<file path="src/rtl/als_pkg.sv">
// package for the ascending list sorter
// widths, default capacity and the link record passed between neighboring cells
// no dependencies

package als_pkg;

	localparam int DATA_W       = 32;
	localparam int CAPACITY_DEF = 64;

	// what one cell shows to its neighbors
	typedef struct packed {
		logic                     take;
		logic                     occ;
		logic signed [DATA_W-1:0] value;
	} link_t;

endpackage

</file>
<file path="src/rtl/als_cell.sv">
// one cell of the insertion chain: holds one value and an occupied bit
// depends on als_pkg

module als_cell (
	input  logic                             clk,
	input  logic                             arst_n,
	input  logic                             ins,
	input  logic signed [als_pkg::DATA_W-1:0] x,
	input  logic                             shift,
	input  als_pkg::link_t                   left,
	input  als_pkg::link_t                   right,
	output als_pkg::link_t                   link
);
	import als_pkg::*;

	logic                     occ_q;
	logic signed [DATA_W-1:0] value_q;
	logic                     take;

	// chain is kept ascending and empty cells sit at the end, so take is monotone
	assign take = ins && (!occ_q || (x < value_q));

	assign link.take  = take;
	assign link.occ   = occ_q;
	assign link.value = value_q;

	always_ff @(posedge clk or negedge arst_n) begin
		if (!arst_n) begin
			occ_q <= 1'b0;
		end else if (shift) begin
			occ_q <= right.occ;
		end else if (ins) begin
			if (left.take) begin
				occ_q <= left.occ;
			end else if (take) begin
				occ_q <= 1'b1;
			end
		end
	end

	always_ff @(posedge clk) begin
		if (shift) begin
			value_q <= right.value;
		end else if (ins) begin
			if (left.take) begin
				value_q <= left.value;
			end else if (take) begin
				value_q <= x;
			end
		end
	end

endmodule

</file>
<file path="config.mk">
export PLATFORM = sky130hd
export DESIGN_NAME = als_cell
export DESIGN_NICKNAME = d
export VERILOG_FILES = /design/src/rtl/als_pkg.sv /design/src/rtl/als_cell.sv
export SDC_FILE = /design/constraint.sdc
export NUM_CORES = 1
export LEC_CHECK = 0
export BUFFER_PORTS_ARGS = -buffer_cell sky130_fd_sc_hd__buf_4
export CORE_MARGIN = 5
export CORE_UTILIZATION = 25
export CTS_BUF_LIST = sky130_fd_sc_hd__clkbuf_4 sky130_fd_sc_hd__clkbuf_8 sky130_fd_sc_hd__clkbuf_16
export DETAILED_ROUTE_END_ITERATION = 8
export GPL_TIMING_DRIVEN = 0
export PLACE_DENSITY = 0.56
export SLEW_MARGIN = 20
export SYNTH_ARGS = -nofsm -noshare
export SYNTH_HDL_FRONTEND = slang
export SYNTH_SLANG_ARGS = --single-unit
</file>
<file path="constraint.sdc">
create_clock -name clk -period 3.4 [get_ports clk]
set_input_delay 0.68 -clock clk [delete_from_list [all_inputs] [get_ports clk]]
set_output_delay 0.68 -clock clk [all_outputs]
set_load 0.02 [all_outputs]
</file>
==> flow_metrics.env <==
export IMPL_coreArea_mm2=0.009774
export IMPL_routedWlPerCell_um=14.85
export IMPL_grt_usage=0.1312
export IMPL_synth_fp_nets=399
export IMPL_clk_path_buf_depth=2
export IMPL_synth_async_sr_flop_share=0.03030
export IMPL_synth_most_common_cell="nand2_1"
export IMPL_die_area_mm2=0.01214
export IMPL_ys_flop_type="edfxtp_1"
export IMPL_synth_top_cell_area_share=0.3829
export IMPL_clk_pin_slew_ps=80
export IMPL_place_ws_ps=59.27
export IMPL_yosysWarnings=0
export IMPL_drt_iter0_markers=101
export IMPL_cts_sinks=33
export IMPL_finalHoldViolCount=0
export IMPL_n_antenna_cell=0
export IMPL_rows=36
export IMPL_cts_setup_buffers=0
export IMPL_hold_ws_ps=153.0
export IMPL_drc=0
export IMPL_start_kind="input pin"
export IMPL_syn_area_mm2=0.002510
export IMPL_ys_types=29
export IMPL_ys_ff_latch=33
export IMPL_hold_class="in -> async"
export IMPL_dp_cells=533
export IMPL_dp_hpwl_mm=6.713
export IMPL_multiInputGateArea_mm2=0.001351
export IMPL_grt_antenna_before_repair=0
export IMPL_fin_crit_sh=0.9673
export IMPL_wirelength_mm=8.033
export IMPL_vdd_ir_drop_max_mv=0.1392
export IMPL_crit_arrival_ps=2610
export IMPL_synth_common_cells="nand2_1, o21ai_0, edfxtp_1, mux2i_1"
export IMPL_grt_pass1_vias=2495
export IMPL_cts_resized=0
export IMPL_synth_enable_flop_cells=32
export IMPL_cp_end_kind="primary output"
export IMPL_place_congestion=0.7281
export IMPL_cts_htree_levels=2
export IMPL_final_layout_size_suffix_gt1_frac=0.3750
export IMPL_syn_inst=264
export IMPL_syn_avg_cell_area_um2=9.507
export IMPL_cts_tree="done"
export IMPL_root_buffer="clkbuf_8"
export IMPL_synth_largest_area_cell="edfxtp_1"
export IMPL_insertion_delay_ps=280
export IMPL_numPortBuffers=135
export IMPL_crit_slowest_cell="or4b_1"
export IMPL_finalClockSkew_ps=11.30
export IMPL_min_period_ps=3289
export IMPL_cts_buffers=5
export IMPL_area_delta_synth_final_pct=51.50
export IMPL_fin_nets=542
export IMPL_die_y_um=110.2
export IMPL_cp_required_ps=2720
export IMPL_grt_pass1_wl_mm=12.30
export IMPL_regArea_um2=985.9
export IMPL_cpPeakStageDelay_ps=470
export IMPL_slew_headroom=0.5647
export IMPL_synth_seq_area_share=0.3928
export IMPL_p_leak_nw=1.872
export IMPL_fin_util=0.3890
export IMPL_cap_violations=0
export IMPL_worst_slack_ps=111.1
export IMPL_synth_area_leaders="edfxtp_1, ha_1, mux2i_1"
export IMPL_start_util=0.2568
export IMPL_finalNonFillerCells=541
export IMPL_grt_max_degree=18
export IMPL_grt_overflow_total=0
export IMPL_clock_fmax_ghz=0.3041
export IMPL_num_vias=2392
export IMPL_status="finished, final reports clean"
export IMPL_fillers=1010
export IMPL_cp_cell_sequence="buf_4 > ha_1 > nand4_1 > nor2_2 > or4b_1 > nand4b_1 > nand3_1 > and3_2 > buf_4 > buf_4"
export IMPL_powerDensity_mw_per_mm2=338.9
export IMPL_rsz0062_at_grt="no"
export IMPL_tightest_slew_ps=653.0
export IMPL_cts_hold_buf=0
export IMPL_final_antenna_net_count=0
export IMPL_finalPower_mw=1.289
export IMPL_finalMaxSlewViolations=0
export IMPL_die_x_um=110.2
export IMPL_setup_viol=0
export IMPL_dr_pass1_iters=4
export IMPL_viasPerCell=4.421
export IMPL_io_pins=138
export IMPL_crit_type="in -> out"
export IMPL_critPathMostFrequentCell="buf_4"
export IMPL_critPathMaxFanout=3
per-layer routing:
layer | wire length [µm] | global-route usage | share of wire
met4 | 57 | 0.03694 | 0.0071
met2 | 3922 | 0.2240 | 0.49
met3 | 502 | 0.02388 | 0.062
met5 | 0 | 0 | 0
met1 | 3551 | 0.1695 | 0.44
power breakdown:
part / switching (mW) / leakage, nW / internal (mW)
Combinational: 0.241 / 1.49 / 0.228
Sequential: 0.0251 / 0.340 / 0.504
Clock: 0.153 / 0.0430 / 0.138
Total: 0.419 / 1.87 / 0.870
placed cells by master, fill, tap and decap left out, types with 6 or more instances in the layout:
master and n:
a21oi_1 12, buf_4 137, clkbuf_1 8, edfxtp_1 32
ha_1 31, inv_1 31, mux2i_1 32, nand2_1 42
nor2_1 6, o21ai_0 37
critical path, delay by kind of cell:
family | cells | cell delay, ps
adder cells (fa/ha/maj) | 1 | 310
AND/OR/NAND/NOR | 6 | 1220
buffers and inverters | 3 | 380
worst paths after layout:
| kind | from | to | slack [ps] | cells after the start |
|---|---|---|---|---|
| worst max-delay path | x[14] | link[33] | 110 | 10 |
| worst min register to register | occ_q$_DFFE_PN0P_ | occ_q$_DFFE_PN0P_ | 690 | 2 |
| min in group clk | right[32] | occ_q$_DFFE_PN0P_ | 610 | 3 |
| worst min-delay path | arst_n | occ_q$_DFFE_PN0P_ | 150 | 1 |
| worst max register to register | value_q[31]$_DFFE_PP_ | value_q[11]$_DFFE_PP_ | 780 | 8 |
| max in group asynchronous | arst_n | occ_q$_DFFE_PN0P_ | 3170 | 1 |
metrics by stage:
step	TNS (ps)	area, µm²
2_1_floorplan	0	2510
3_3_place_gp	-12420	3690
3_5_place_dp	0	3719
4_1_cts	0	3800
5_1_grt	0	3802
6_report	0	3802
area by class of cell:
class,instances,share of cell area
clock buffers,5,0.01810
plain buffers,13,0.01579
repair buffers,136,0.2738
flip-flops and latches,33,0.2593
inverters,31,0.03060
well taps,133,0.04376
clock inverters,3,0.003291
multi-input cells,187,0.3554
logic make-up after synthesis:
group,count (synthesis),synth area share
mux,32,0.1276
flops,33,0.3928
fa+ha+maj,31,0.1545
simple gates,66,0.1291
compound gates,58,0.1256
buf+inv,44,0.07029
flip-flops by register name (all words and copies together), names as in the netlist:
| register | flops |
|---|---|
| occ_q | 1 |
| value_q | 32 |
Note: power is estimated with default switching activity, not from simulation.
